## config.mk

```make
export PLATFORM = sky130hd
export DESIGN_NAME = calendar_clock_with_alarm
export DESIGN_NICKNAME = d
export VERILOG_FILES = /design/src/rtl/calclk_pkg.sv /design/src/rtl/calclk_next.sv /design/src/rtl/calendar_clock_with_alarm.sv
export SDC_FILE = /design/constraint.sdc
export NUM_CORES = 1
export LEC_CHECK = 0
export ABC_CLOCK_PERIOD_IN_PS = 8100
export BUFFER_PORTS_ARGS = -buffer_cell sky130_fd_sc_hd__buf_2
export CAP_MARGIN = 25
export CORE_ASPECT_RATIO = 0.75
export CORE_MARGIN = 8
export CORE_UTILIZATION = 50
export DETAILED_ROUTE_END_ITERATION = 8
export GPL_ROUTABILITY_DRIVEN = 0
export GPL_TIMING_DRIVEN = 0
export PLACE_DENSITY = 0.83
export SETUP_SLACK_MARGIN = 0.3
export SYNTH_ARGS = -nofsm -noshare
export SYNTH_HDL_FRONTEND = slang
export SYNTH_HIERARCHICAL = 1
export SYNTH_SLANG_ARGS = --single-unit
export TNS_END_PERCENT = 5
```

## constraint.sdc

```tcl
create_clock -name clk_i -period 8.1 [get_ports clk_i]
set_clock_uncertainty 0.15 [all_clocks]
set_input_delay 0.405 -clock clk_i [delete_from_list [all_inputs] [get_ports clk_i]]
set_output_delay 0.405 -clock clk_i [all_outputs]
set_load 0.05 [all_outputs]
```

## src/rtl/calclk_pkg.sv

```systemverilog
// Shared types and constants for the calendar clock with alarm.
package calclk_pkg;

  localparam logic [11:0] FirstYear = 12'd1984;
  localparam logic [11:0] LastYear  = 12'd2099;

  localparam int unsigned CfgIdxW  = 2;
  localparam int unsigned CfgDataW = 6;
  localparam int unsigned EventW   = 7;

  localparam logic [CfgIdxW-1:0] CfgAlarmHour   = 2'd0;
  localparam logic [CfgIdxW-1:0] CfgAlarmMinute = 2'd1;
  localparam logic [CfgIdxW-1:0] CfgAlarmEnable = 2'd2;

  localparam int unsigned EvSecond = 0;
  localparam int unsigned EvMinute = 1;
  localparam int unsigned EvHour   = 2;
  localparam int unsigned EvDay    = 3;
  localparam int unsigned EvMonth  = 4;
  localparam int unsigned EvYear   = 5;
  localparam int unsigned EvAlarm  = 6;

  typedef enum logic [1:0] {
    MODE_TICK     = 2'd0,
    MODE_SET_TIME = 2'd1,
    MODE_SET_DATE = 2'd2
  } mode_e;

  typedef struct packed {
    logic [5:0]  sec;
    logic [5:0]  min;
    logic [4:0]  hour;
    logic [4:0]  day;
    logic [3:0]  month;
    logic [11:0] year;
    logic [2:0]  wday;
  } cal_t;

  typedef struct packed {
    logic [4:0] hour;
    logic [5:0] min;
    logic       en;
  } alarm_t;

endpackage

```

## src/rtl/calclk_next.sv

```systemverilog
// Next calendar state and event flags for one tick or set request.
module calclk_next (
  input  calclk_pkg::cal_t           cal_i,
  input  calclk_pkg::alarm_t         alarm_i,
  input  logic [1:0]                 mode_i,
  input  logic [5:0]                 new_second_i,
  input  logic [5:0]                 new_minute_i,
  input  logic [4:0]                 new_hour_i,
  input  logic [4:0]                 new_day_i,
  input  logic [3:0]                 new_month_i,
  input  logic [11:0]                new_year_i,
  output calclk_pkg::cal_t           cal_o,
  output logic [calclk_pkg::EventW-1:0] events_o
);

  function automatic logic [4:0] month_len(input logic [3:0] m, input logic leap);
    logic [4:0] len;
    case (m)
      4'd4, 4'd6, 4'd9, 4'd11: len = 5'd30;
      4'd2:                    len = leap ? 5'd29 : 5'd28;
      default:                 len = 5'd31;
    endcase
    return len;
  endfunction

  function automatic logic [2:0] month_off(input logic [3:0] m);
    logic [2:0] off;
    case (m)
      4'd2, 4'd3, 4'd11: off = 3'd3;
      4'd4, 4'd7:        off = 3'd6;
      4'd5:              off = 3'd1;
      4'd6:              off = 3'd4;
      4'd8:              off = 3'd2;
      4'd9, 4'd12:       off = 3'd5;
      default:           off = 3'd0;
    endcase
    return off;
  endfunction

  // 8 is 1 modulo 7: fold octal digits, then a final subtract
  function automatic logic [2:0] mod7(input logic [7:0] x);
    logic [4:0] s;
    logic [3:0] t;
    logic [3:0] r;
    s = {3'b0, x[7:6]} + {2'b0, x[5:3]} + {2'b0, x[2:0]};
    t = {2'b0, s[4:3]} + {1'b0, s[2:0]};
    r = (t >= 4'd7) ? t - 4'd7 : t;
    return r[2:0];
  endfunction

  logic [3:0]  m_c;
  logic [11:0] y_c;
  logic        leap_c;
  logic [4:0]  len_c;
  logic [4:0]  d_c;
  logic [11:0] span_full;
  logic [6:0]  span;
  logic [7:0]  w0;
  logic [7:0]  w1;
  logic [7:0]  w2;
  logic [4:0]  len_cur;
  calclk_pkg::cal_t           nxt;
  logic [calclk_pkg::EventW-1:0] ev;

  // clamp the requested date and work out its weekday
  always_comb begin
    if (new_month_i == 4'd0) begin
      m_c = 4'd1;
    end else if (new_month_i > 4'd12) begin
      m_c = 4'd12;
    end else begin
      m_c = new_month_i;
    end
    if (new_year_i < calclk_pkg::FirstYear) begin
      y_c = calclk_pkg::FirstYear;
    end else if (new_year_i > calclk_pkg::LastYear) begin
      y_c = calclk_pkg::LastYear;
    end else begin
      y_c = new_year_i;
    end
    leap_c = (y_c[1:0] == 2'd0);
    len_c  = month_len(m_c, leap_c);
    if (new_day_i == 5'd0) begin
      d_c = 5'd1;
    end else if (new_day_i > len_c) begin
      d_c = len_c;
    end else begin
      d_c = new_day_i;
    end
    span_full = y_c - calclk_pkg::FirstYear;
    span      = span_full[6:0];
    w0        = {1'b0, span} + {3'b0, span[6:2]};
    w1        = (leap_c && (m_c < 4'd3)) ? w0 - 8'd1 : w0;
    w2        = w1 + {3'b0, d_c} + {5'b0, month_off(m_c)};
  end

  assign len_cur = month_len(cal_i.month, cal_i.year[1:0] == 2'd0);

  always_comb begin
    nxt = cal_i;
    ev  = '0;
    case (calclk_pkg::mode_e'(mode_i))
      calclk_pkg::MODE_TICK: begin
        ev[calclk_pkg::EvSecond] = 1'b1;
        if (cal_i.sec >= 6'd59) begin
          nxt.sec = 6'd0;
          ev[calclk_pkg::EvMinute] = 1'b1;
          if (cal_i.min >= 6'd59) begin
            nxt.min = 6'd0;
            ev[calclk_pkg::EvHour] = 1'b1;
            if (cal_i.hour >= 5'd23) begin
              nxt.hour = 5'd0;
              ev[calclk_pkg::EvDay] = 1'b1;
              nxt.wday = (cal_i.wday >= 3'd6) ? 3'd0 : cal_i.wday + 3'd1;
              if (cal_i.day >= len_cur) begin
                nxt.day = 5'd1;
                ev[calclk_pkg::EvMonth] = 1'b1;
                if (cal_i.month >= 4'd12) begin
                  nxt.month = 4'd1;
                  ev[calclk_pkg::EvYear] = 1'b1;
                  nxt.year = (cal_i.year >= calclk_pkg::LastYear) ?
                             calclk_pkg::FirstYear : cal_i.year + 12'd1;
                end else begin
                  nxt.month = cal_i.month + 4'd1;
                end
              end else begin
                nxt.day = cal_i.day + 5'd1;
              end
            end else begin
              nxt.hour = cal_i.hour + 5'd1;
            end
          end else begin
            nxt.min = cal_i.min + 6'd1;
          end
          ev[calclk_pkg::EvAlarm] = alarm_i.en && (nxt.hour == alarm_i.hour) &&
                                    (nxt.min == alarm_i.min);
        end else begin
          nxt.sec = cal_i.sec + 6'd1;
        end
      end
      calclk_pkg::MODE_SET_TIME: begin
        nxt.sec  = (new_second_i > 6'd59) ? 6'd59 : new_second_i;
        nxt.min  = (new_minute_i > 6'd59) ? 6'd59 : new_minute_i;
        nxt.hour = (new_hour_i > 5'd23) ? 5'd23 : new_hour_i;
      end
      calclk_pkg::MODE_SET_DATE: begin
        nxt.day   = d_c;
        nxt.month = m_c;
        nxt.year  = y_c;
        nxt.wday  = mod7(w2);
      end
      default: begin
      end
    endcase
  end

  assign cal_o    = nxt;
  assign events_o = ev;

endmodule

```

## src/rtl/calendar_clock_with_alarm.sv

```systemverilog
// Top level of the calendar clock with alarm.
//
//  channel  signals                               direction
//  -------  ------------------------------------  ---------
//  in       in_valid_i / in_stall_o, mode, new_*  request in
//  out      out_valid_o / out_stall_i, *_now, ev  result out
//  cfg      cfg_valid_i / cfg_ready_o, index/data write in
//
// Result path: input register, then the calendar update into the state and
// result registers. One request per cycle while the output is not stalled.
// The calendar registers act as the result register; the carry chain
// through second to year sets the path length.
// Reset gives 00:00:59 on 1 January 1984, Sunday, alarm off.
// A stalled result holds the input register, which then stalls the input.
module calendar_clock_with_alarm (
  input  logic                                clk_i,
  input  logic                                rst_ni,
  input  logic                                in_valid_i,
  output logic                                in_stall_o,
  input  logic [1:0]                          mode_i,
  input  logic [5:0]                          new_second_i,
  input  logic [5:0]                          new_minute_i,
  input  logic [4:0]                          new_hour_i,
  input  logic [4:0]                          new_day_i,
  input  logic [3:0]                          new_month_i,
  input  logic [11:0]                         new_year_i,
  output logic                                out_valid_o,
  input  logic                                out_stall_i,
  output logic [5:0]                          second_now_o,
  output logic [5:0]                          minute_now_o,
  output logic [4:0]                          hour_now_o,
  output logic [4:0]                          day_now_o,
  output logic [3:0]                          month_now_o,
  output logic [11:0]                         year_now_o,
  output logic [2:0]                          weekday_now_o,
  output logic [calclk_pkg::EventW-1:0]       events_o,
  input  logic                                cfg_valid_i,
  output logic                                cfg_ready_o,
  input  logic [calclk_pkg::CfgIdxW-1:0]      cfg_index_i,
  input  logic [calclk_pkg::CfgDataW-1:0]     cfg_data_i
);

  logic        in_vld_q, in_vld_d;
  logic [1:0]  mode_q;
  logic [5:0]  sec_q;
  logic [5:0]  min_q;
  logic [4:0]  hour_q;
  logic [4:0]  day_q;
  logic [3:0]  month_q;
  logic [11:0] year_q;
  logic        out_vld_q, out_vld_d;
  logic        accept;
  logic        advance;

  calclk_pkg::cal_t   cal_q, cal_d;
  calclk_pkg::alarm_t alarm_q;
  logic [calclk_pkg::EventW-1:0] events_q, events_d;

  assign advance    = in_vld_q && (!out_vld_q || !out_stall_i);
  assign in_stall_o = in_vld_q && !advance;
  assign accept     = in_valid_i && !in_stall_o;
  assign cfg_ready_o = 1'b1;

  always_comb begin
    in_vld_d = in_vld_q;
    if (accept) begin
      in_vld_d = 1'b1;
    end else if (advance) begin
      in_vld_d = 1'b0;
    end
    out_vld_d = out_vld_q && out_stall_i;
    if (advance) begin
      out_vld_d = 1'b1;
    end
  end

  always_ff @(posedge clk_i or negedge rst_ni) begin
    if (!rst_ni) begin
      in_vld_q  <= 1'b0;
      out_vld_q <= 1'b0;
    end else begin
      in_vld_q  <= in_vld_d;
      out_vld_q <= out_vld_d;
    end
  end

  always_ff @(posedge clk_i) begin
    if (accept) begin
      mode_q  <= mode_i;
      sec_q   <= new_second_i;
      min_q   <= new_minute_i;
      hour_q  <= new_hour_i;
      day_q   <= new_day_i;
      month_q <= new_month_i;
      year_q  <= new_year_i;
    end
  end

  always_ff @(posedge clk_i or negedge rst_ni) begin
    if (!rst_ni) begin
      alarm_q <= '0;
    end else if (cfg_valid_i && cfg_ready_o) begin
      case (cfg_index_i)
        calclk_pkg::CfgAlarmHour:   alarm_q.hour <= cfg_data_i[4:0];
        calclk_pkg::CfgAlarmMinute: alarm_q.min  <= cfg_data_i;
        calclk_pkg::CfgAlarmEnable: alarm_q.en   <= cfg_data_i[0];
        default: begin
        end
      endcase
    end
  end

  calclk_next u_next (
    .cal_i        (cal_q),
    .alarm_i      (alarm_q),
    .mode_i       (mode_q),
    .new_second_i (sec_q),
    .new_minute_i (min_q),
    .new_hour_i   (hour_q),
    .new_day_i    (day_q),
    .new_month_i  (month_q),
    .new_year_i   (year_q),
    .cal_o        (cal_d),
    .events_o     (events_d)
  );

  always_ff @(posedge clk_i or negedge rst_ni) begin
    if (!rst_ni) begin
      cal_q <= '{sec: 6'd59, min: 6'd0, hour: 5'd0, day: 5'd1, month: 4'd1,
                 year: calclk_pkg::FirstYear, wday: 3'd0};
    end else if (advance) begin
      cal_q <= cal_d;
    end
  end

  always_ff @(posedge clk_i) begin
    if (advance) begin
      events_q <= events_d;
    end
  end

  assign out_valid_o   = out_vld_q;
  assign second_now_o  = cal_q.sec;
  assign minute_now_o  = cal_q.min;
  assign hour_now_o    = cal_q.hour;
  assign day_now_o     = cal_q.day;
  assign month_now_o   = cal_q.month;
  assign year_now_o    = cal_q.year;
  assign weekday_now_o = cal_q.wday;
  assign events_o      = events_q;

endmodule

```

======== Word-level counts from Yosys, hierarchy flattened ========
Memories as Yosys holds them, arrays and structs flattened.
Index checks and enable logic that the tools add are counted.
operators by class
  add/subtract/negate cells ............... 16
  $mul .................................... 0
  divide/modulo/power cells ............... 0
  $lt $le $gt $ge ......................... 16
  eq/ne operators ......................... 21
  shift operators ......................... 0
  mux-type cells .......................... 42
  bitwise operators ....................... 0
  reduce and logical (&&, ||, !) cells .... 35
operator list
  kind                   number
  $mux 29                3
  $mux 12                4
  $pmux 24 s2            1
  $mux 6                 6
  $mux 35                1
  $pmux 17 s2            1
  $mux 5                 5
  $mux 24                1
  $pmux 5 s2             2
  $eq 4x3->1 const B     4
  $eq 4x4->1 const B     4
  $mux 16                1
  $add 12x1->12 const B  1
  $add 6x1->6 const B    2
  $ge 12x12->1 const B   1
  $ge 6x6->1 const B     2
  $gt 12x12->1 const B   1
  $gt 6x6->1 const B     2
  $lt 12x11->1 const B   1
  $mux 4                 3
  $mux 1                 11
  $add 5x1->5 const B    2
  $ne 2x1->1 const B     5
  $reduce_and 2->1       5
  39 further kinds       61
storage, ports and cells
  register bits after elaboration ......... 102
  bits in latches ......................... 0
  RAM bits ................................ 0
  memory bits (read-only) ................. 48
  input port bits ......................... 53
  output and inout port bits .............. 51
  word-level logic and storage cells ...... 156
  memories ................................ 1
memories
  memory            depth  width  rd ports  clocked after Yosys merged registers in  write ports  line               source
  (name not given)  16     3      1         0                                        0            calclk_next.sv:28  case (m)

======== Logic depth before layout (Yosys ltp) ========
Gate-level depths: netlist (run 1).
  depth in word-level cells ............... 17
  mapped depth ............................ 38
  depth with buffers taken out ............ 37

======== Hierarchy ========
Netlist (run 1), hierarchy kept.
by module, submodules not included
  module                     times used  cells each  area each (µm²)  seq. area each (µm²)
  calclk_next                1           570         3638.5           0.0
  calendar_clock_with_alarm  1           170         3537.1           2802.7

======== Least setup slack after synthesis (run 1) ========
OpenSTA, ideal clock, no wires.
  path kind ............................... reg-to-reg
  start point ............................. register year_q[10]
  end point ............................... register cal_q (netlist bit weekday_now_o[1])
  setup time .............................. 0.125 ns
  arrival ................................. 7.701 ns
  data required time ...................... 7.825 ns
  path slack .............................. 0.125 ns
  cell stages (with the launch flop) ...... 37
  buffers on the path ..................... 0
  period minus slack after synthesis ...... 7.975 ns
  path through ............................ edfxtp_1 or4_4 nor3_1 nand2_1 nand2_1 and2_1 ha_1 fa_1 inv_1 ha_1 nand4_2 xnor2_1 fa_1 inv_1 fa_1 a21o_1 a21oi_1 o21bai_1 o311ai_0 nor4b_2 nor3_2 xnor2_1 fa_1 inv_1 ha_1 fa_1 xor2_1 ha_1 fa_1 ha_1 nor2b_1 nor2_1 mux2i_1 nand2_1 o21ai_0 o21ai_0 mux2_2
RTL lines
  element                 line                              source
  from (decl)             calendar_clock_with_alarm.sv:50   logic [11:0] year_q;
  from (signal assigned)  calendar_clock_with_alarm.sv:95   year_q <= new_year_i;
  to (signal assigned)    calendar_clock_with_alarm.sv:129  cal_q <= '{sec: 6'd59, min: 6'd0, hour: 5'd0, day: 5'd1, month: 4'd1,
  to (signal assigned)    calendar_clock_with_alarm.sv:132  cal_q <= cal_d;
  to (decl)               calendar_clock_with_alarm.sv:55   calclk_pkg::cal_t cal_q, cal_d;

==> results.json, run 1 <==
{
  "synth_fp_nets": 841,
  "wl_per_cell_um": 19.9,
  "cts_inserted_buffers": 9,
  "post-place-ws_ns": -0.623,
  "ys_dominant_reg_cell": "edfxtp_1",
  "cts_sinks": 102,
  "power.density_nw_per_um2": 341,
  "path_delay_family": "adder cells",
  "crit_fanout": 4,
  "path_buf_inv": 2,
  "ys_seq_area_share_pct": 39.1,
  "syn_to_final_growth_pct": 21.1,
  "yosysTopAreaCellShare_pct": 19.7,
  "worstRegToRegCells": 33,
  "clock_path_buffers": 2,
  "slowest_stage": "or4_4",
  "max_clock_freq_ghz": 0.125,
  "regArea_um2": 2800,
  "dr.pass1.iters": 6,
  "r2r_slack_ns": 0.12,
  "cts_tree": "yes",
  "grt_start_max_net_pins": 32,
  "slowest_delay_ns": 0.59,
  "vias_per_cell": 6.21,
  "dr_wl_met2_mm": 9.18,
  "drive_above_1_share_pct": 31.2,
  "ioPinCount": 104,
  "async_reset_ff_share_pct": 53.9,
  "fin_nets": 975,
  "yosys.area.top_type": "edfxtp_1",
  "crit_required_ns": 8.18,
  "cp-start-kind": "flip-flop",
  "coreArea_um2": 14300,
  "drt_wl_total_mm": 21.0,
  "multi_input_area_um2": 4310,
  "max_slew_margin_pct": 51.7,
  "clock_latency_ns": 0.35,
  "rsz0062_at_grt": "true",
  "tightest_slew_ns": 0.723,
  "hold_path.class": "in2reg",
  "dp_hpwl_mm": 15.0,
  "ant_nets": 0,
  "netlist-cell-type-count": 80,
  "avgSynthCellArea_um2": 9.70,
  "die_w_um": 154,
  "yosys_register_bits": 102,
  "rows": 38,
  "vias": 6580,
  "clockRootBuffer": "clkbuf_16",
  "die_y_um": 120,
  "hold_depth": 1,
  "track_usage_pct": 22.1,
  "worst_ir_drop_vdd_mv": 0.186,
  "hp-start": "new_year_i[10]",
  "syn_inst": 740,
  "clk_pin_slew_worst_paths_ns": 0.07,
  "num_antenna_cells": 0,
  "max-cap-violations": 0,
  "synth_edf_count": 47,
  "port_buffers": 102,
  "drt_iter0_drc": 801,
  "hold_viol": 0,
  "fin_crit_sh_pct": 98.5,
  "final_cell_mix": "buf_2 (106), nand2_1 (55), mux2_2 (51)",
  "worst_ep_arrival_time_ns": 8.06,
  "cp-end-kind": "flip-flop",
  "top_layer_used": "met4",
  "num-fill-cells": 1156,
  "yosys_warnings": 6,
  "finalWorstSetupSlack_ns": 0.121,
  "start_util_pct": 50.3,
  "grt_overflow_total": 0,
  "fp.dieArea_um2": 18500,
  "final_common_cell": "buf_2",
  "synth_area_leaders": "edfxtp_1 (20%), dfrtp_1 (15%), mux2_2 (8.0%)",
  "reg2reg_to": "weekday_now_o[1]",
  "cts-htree-levels": 3,
  "grt_pass1_vias": 6234,
  "report.power.total_mw": 2.96,
  "status": "finished, final reports clean",
  "routedLengthMet1_mm": 9.05,
  "grt_pass1_wl_mm": 32.8,
  "drc": 0,
  "rr_startpoint": "year_q[6]",
  "setup_viol": 0,
  "fin_crit_ns": 7.98,
  "antenna_found_initial": 0,
  "leakagePower_nw": 3.60,
  "holdWs_ns": 0.0734,
  "path_class": "reg2reg",
  "setup_tns_ns": 0,
  "syn_area_um2": 7180,
  "wl_met3_mm": 2.39,
  "slew_violations": 0,
  "holdPathEnd": "year_q[10]"
}
[where the power goes]
group / switching [mW] / internal, mW / total [mW]
Sequential: 0.182 / 0.687 / 0.869
Clock: 0.199 / 0.243 / 0.441
Combinational: 1.02 / 0.628 / 1.65
Total: 1.40 / 1.56 / 2.96
[metal layers]
layer | vias up | track usage, %
li1 | 3011 | -
met1 | 3122 | 31.1
met2 | 397 | 32.0
met3 | 50 | 6.25
met4 | 0 | 7.20
met5 | - | 0
[stage by stage]
stage / std cells / cell area [um2] / utilization (%)
6_report: 1059 / 8690 / 60.9
2_1_floorplan: 740 / 7200 / -
5_1_grt: 1059 / 8690 / 60.9
3_5_place_dp: 1024 / 7980 / 56.0
3_3_place_gp: 1022 / 7930 / 55.6
4_1_cts: 1054 / 8550 / 59.9
[Yosys cell counts, types with 9 or more instances]
| library cell | count |
|---|---|
| fa_1 | 9 |
| o21ai_1 | 11 |
| mux2_2 | 51 |
| nor2_1 | 35 |
| xnor2_1 | 15 |
| a21oi_1 | 54 |
| xor2_1 | 11 |
| nor3_1 | 30 |
| inv_1 | 39 |
| o31ai_1 | 9 |
| nand3_1 | 23 |
| nand4_1 | 9 |
| ha_1 | 39 |
| clkbuf_1 | 30 |
| nand2_1 | 57 |
| dfstp_2 | 12 |
| dfrtp_1 | 43 |
| edfxtp_1 | 47 |
| o21ai_0 | 51 |
[worst register-to-register path: cells and delay by family, from the launching register on]
kind / cells / cell delay [ns]
simple gates: 11 / 2.14
xor+xnor: 3 / 0.47
flops: 1 / 0.39
fa+ha+maj: 8 / 2.57
mux: 2 / 0.51
compound gates: 7 / 1.51
buf+inv: 2 / 0.14
[registers in the layout, summed over array words and instances, names as in the netlist, 2 cells and up]
| name | cells |
|---|---|
| month_now_o | 4 |
| day_now_o | 5 |
| month_q | 4 |
| second_now_o | 6 |
| hour_now_o | 5 |
| min_q | 6 |
| year_now_o | 12 |
| events_o | 7 |
| weekday_now_o | 3 |
| mode_q | 2 |
| sec_q | 6 |
| day_q | 5 |
| alarm_q | 12 |
| minute_now_o | 6 |
| year_q | 12 |
| hour_q | 5 |
[kinds of logic (layout without fill, tap and decap cells)]
kind of cell               Yosys count  count (layout)  synth area share, %
AOI/OAI and AO/OA                  207             207                 18.6
xor gates and xnor gates            26              26                 3.17
adders and majority gates           48              48                 9.31
buffers and inverters               80             219                 4.73
DFF                                102             102                 39.1
muxes                               56              56                 8.91
other                                1               1               0.0523
and+or+nand+nor                    220             220                 16.1
[cell type report]
type,instances,area share [%]
Timing Repair Buffer,123,8.09
Buffer,41,2.32
Clock buffer,10,2.64
Multi-Input combinational cell,558,49.6
Clock inverter,6,0.792
Tap cell,180,2.59
Sequential cell,102,32.3
Inverter,39,1.69
[repair_timing]
item                                   in CTS  in global routing
buffers inserted                           13                  5
endpoints found under the hold margin      17                  0
setup endpoints to repair                   3                  3
pin swaps                                  26                 16
hold buffers                                1                  0
gates resized for setup                    41                 19
[how the worst max path moves through the flow]
stage,from,to,slack [ns],depth (start not counted)
floorplan,month_q[3],weekday_now_o[1],0.31,35
finish,year_q[6],weekday_now_o[1],0.12,33
detailed placement,month_q[3],weekday_now_o[1],-0.62,35
CTS,year_q[10],weekday_now_o[1],0.17,36
global placement,month_q[3],weekday_now_o[1],-0.43,35
global route,year_q[6],weekday_now_o[1],-0.20,33
No activity file was read; power rests on OpenSTA's default activity.
==> inputs of run 2 (changes only) <==
--- a/config.mk
+++ b/config.mk
@@ -11,10 +11,11 @@
 export CORE_ASPECT_RATIO = 0.75
 export CORE_MARGIN = 8
 export CORE_UTILIZATION = 50
+export CTS_CLUSTER_DIAMETER = 60
 export DETAILED_ROUTE_END_ITERATION = 8
 export GPL_ROUTABILITY_DRIVEN = 0
 export GPL_TIMING_DRIVEN = 0
-export PLACE_DENSITY = 0.83
+export PLACE_DENSITY = 0.8
 export SETUP_SLACK_MARGIN = 0.3
 export SYNTH_ARGS = -nofsm -noshare
 export SYNTH_HDL_FRONTEND = slang
==> results.json, run 2 (synthesis results as in run 1) <==
{
  "dr.pass1.iters": 6,
  "fin_nets": 979,
  "hp-start": "mode_i[0]",
  "final_cell_mix": "buf_2 (106), nand2_1 (55), mux2_2 (49)",
  "grt_pass1_wl_mm": 32.2,
  "hold_depth": 1,
  "rsz0062_at_grt": "true",
  "finalWorstSetupSlack_ns": 0.212,
  "grt_overflow_total": 0,
  "final_common_cell": "buf_2",
  "slew_violations": 0,
  "cts_tree": "yes",
  "num_antenna_cells": 0,
  "rows": 38,
  "post-place-ws_ns": -0.583,
  "crit_required_ns": 8.19,
  "slowest_delay_ns": 0.59,
  "hold_path.class": "in2reg",
  "finalNonFillerCells": 1063,
  "reg2reg_to": "weekday_now_o[1]",
  "cts_inserted_buffers": 9,
  "max-cap-violations": 0,
  "coreArea_um2": 14300,
  "status": "finished, final reports clean",
  "holdPathEnd": "mode_q[0]",
  "report.power.total_mw": 2.96,
  "clk_pin_slew_worst_paths_ns": 0.07,
  "start_util_pct": 50.3,
  "worst_ep_arrival_time_ns": 7.98,
  "vias": 6561,
  "dp_hpwl_mm": 14.9,
  "fin_crit_sh_pct": 97.4,
  "rr_startpoint": "year_q[6]",
  "syn_to_final_growth_pct": 22.0,
  "vias_per_cell": 6.17,
  "r2r_slack_ns": 0.21,
  "clock_latency_ns": 0.36,
  "path_delay_family": "adder cells",
  "die_y_um": 120,
  "tightest_slew_ns": 0.761,
  "cp-end-kind": "flip-flop",
  "drt_wl_total_mm": 20.5,
  "finish.utilization_pct": 61.4,
  "max_clock_freq_ghz": 0.127,
  "path_class": "reg2reg",
  "clock_path_buffers": 2,
  "power.density_nw_per_um2": 339,
  "worstRegToRegCells": 36,
  "place_inst": 1024,
  "max_slew_margin_pct": 49.2,
  "cts_sinks": 102,
  "ioPinCount": 104,
  "port_buffers": 102,
  "holdWs_ns": 0.0673,
  "cp-start-kind": "flip-flop",
  "crit_fanout": 4,
  "drive_above_1_share_pct": 32.4,
  "hold_viol": 0,
  "setup_viol": 0,
  "leakagePower_nw": 3.63,
  "ant_nets": 0,
  "grt_pass1_vias": 6211,
  "worst_ir_drop_vdd_mv": 0.186,
  "wl_per_cell_um": 19.3,
  "path_buf_inv": 3,
  "cts-htree-levels": 3,
  "fp.dieArea_um2": 18500,
  "grt_start_max_net_pins": 31,
  "antenna_found_initial": 0,
  "drt_iter0_drc": 901,
  "track_usage_pct": 21.7,
  "clockRootBuffer": "clkbuf_16",
  "drc": 0,
  "slowest_stage": "or4_4",
  "fin_crit_ns": 7.89,
  "die_w_um": 154
}
==> run 2: layout make-up <==
cell class,instances,area [um2]
Multi-Input combinational cell,558,4360
Inverter,39,146
Sequential cell,102,2800
Timing Repair Buffer,127,726
Clock inverter,6,48.8
Fill cell,1204,5510
Clock buffer,10,239
Tap cell,180,225
Buffer,41,206
==> run 2: where the power goes <==
| group | internal [mW] | switching, mW |
|---|---|---|
| clock | 0.222 | 0.208 |
| sequential | 0.686 | 0.182 |
| combinational | 0.656 | 1.01 |
==> run 2: metal layers <==
| layer | routed length [um] | share of wire, % | vias to the layer above | track usage [%] |
|---|---|---|---|---|
| met3 | 1980 | 9.6 | 46 | 5.39 |
| met1 | 9310 | 45 | 3115 | 31.3 |
| li1 | - | - | 3028 | - |
| met5 | 0 | 0 | - | 0 |
| met4 | 344 | 1.7 | 0 | 5.74 |
| met2 | 8880 | 43 | 372 | 31.6 |
==> run 2: worst register-to-register path: cells and delay by family (launching register included) <==
| kind | cells | cell delay (ns) |
|---|---|---|
| buffers and inverters | 3 | 0.17 |
| and+or+nand+nor | 11 | 1.89 |
| muxes | 2 | 0.47 |
| DFF | 1 | 0.39 |
| AOI/OAI and AO/OA | 6 | 0.77 |
| xor gates and xnor gates | 3 | 0.46 |
| adders and majority gates | 11 | 3.49 |
==> run 2: worst max-delay path by stage <==
stage / startpoint / cells after the start / end / slack [ns]
2_1_floorplan: month_q[3] / 35 / weekday_now_o[1] / 0.31
3_5_place_dp: month_q[3] / 35 / weekday_now_o[1] / -0.58
3_3_place_gp: month_q[3] / 35 / weekday_now_o[1] / -0.46
6_report: year_q[6] / 36 / weekday_now_o[1] / 0.21
4_1_cts: year_q[10] / 33 / weekday_now_o[1] / 0.19
5_1_grt: year_q[6] / 34 / weekday_now_o[1] / -0.11
==> run 2: per-stage QoR <==
step	cell area (um2)	setup TNS, ns
finish	8760	0
global route	8760	-0.208
detailed placement	7980	-1.32
global placement	7930	-0.923
floorplan	7200	0
CTS	8520	0
==> run 2: repair_timing <==
action / 4_1_cts / 5_1_grt
setup endpoints to repair: 3 / 3
setup buffers: 13 / 9
hold buffers: 1 / 0
gates resized for setup: 41 / 36
pin swaps: 21 / 23
hold endpoints to repair: 20 / 0
gates cloned: 0 / 0
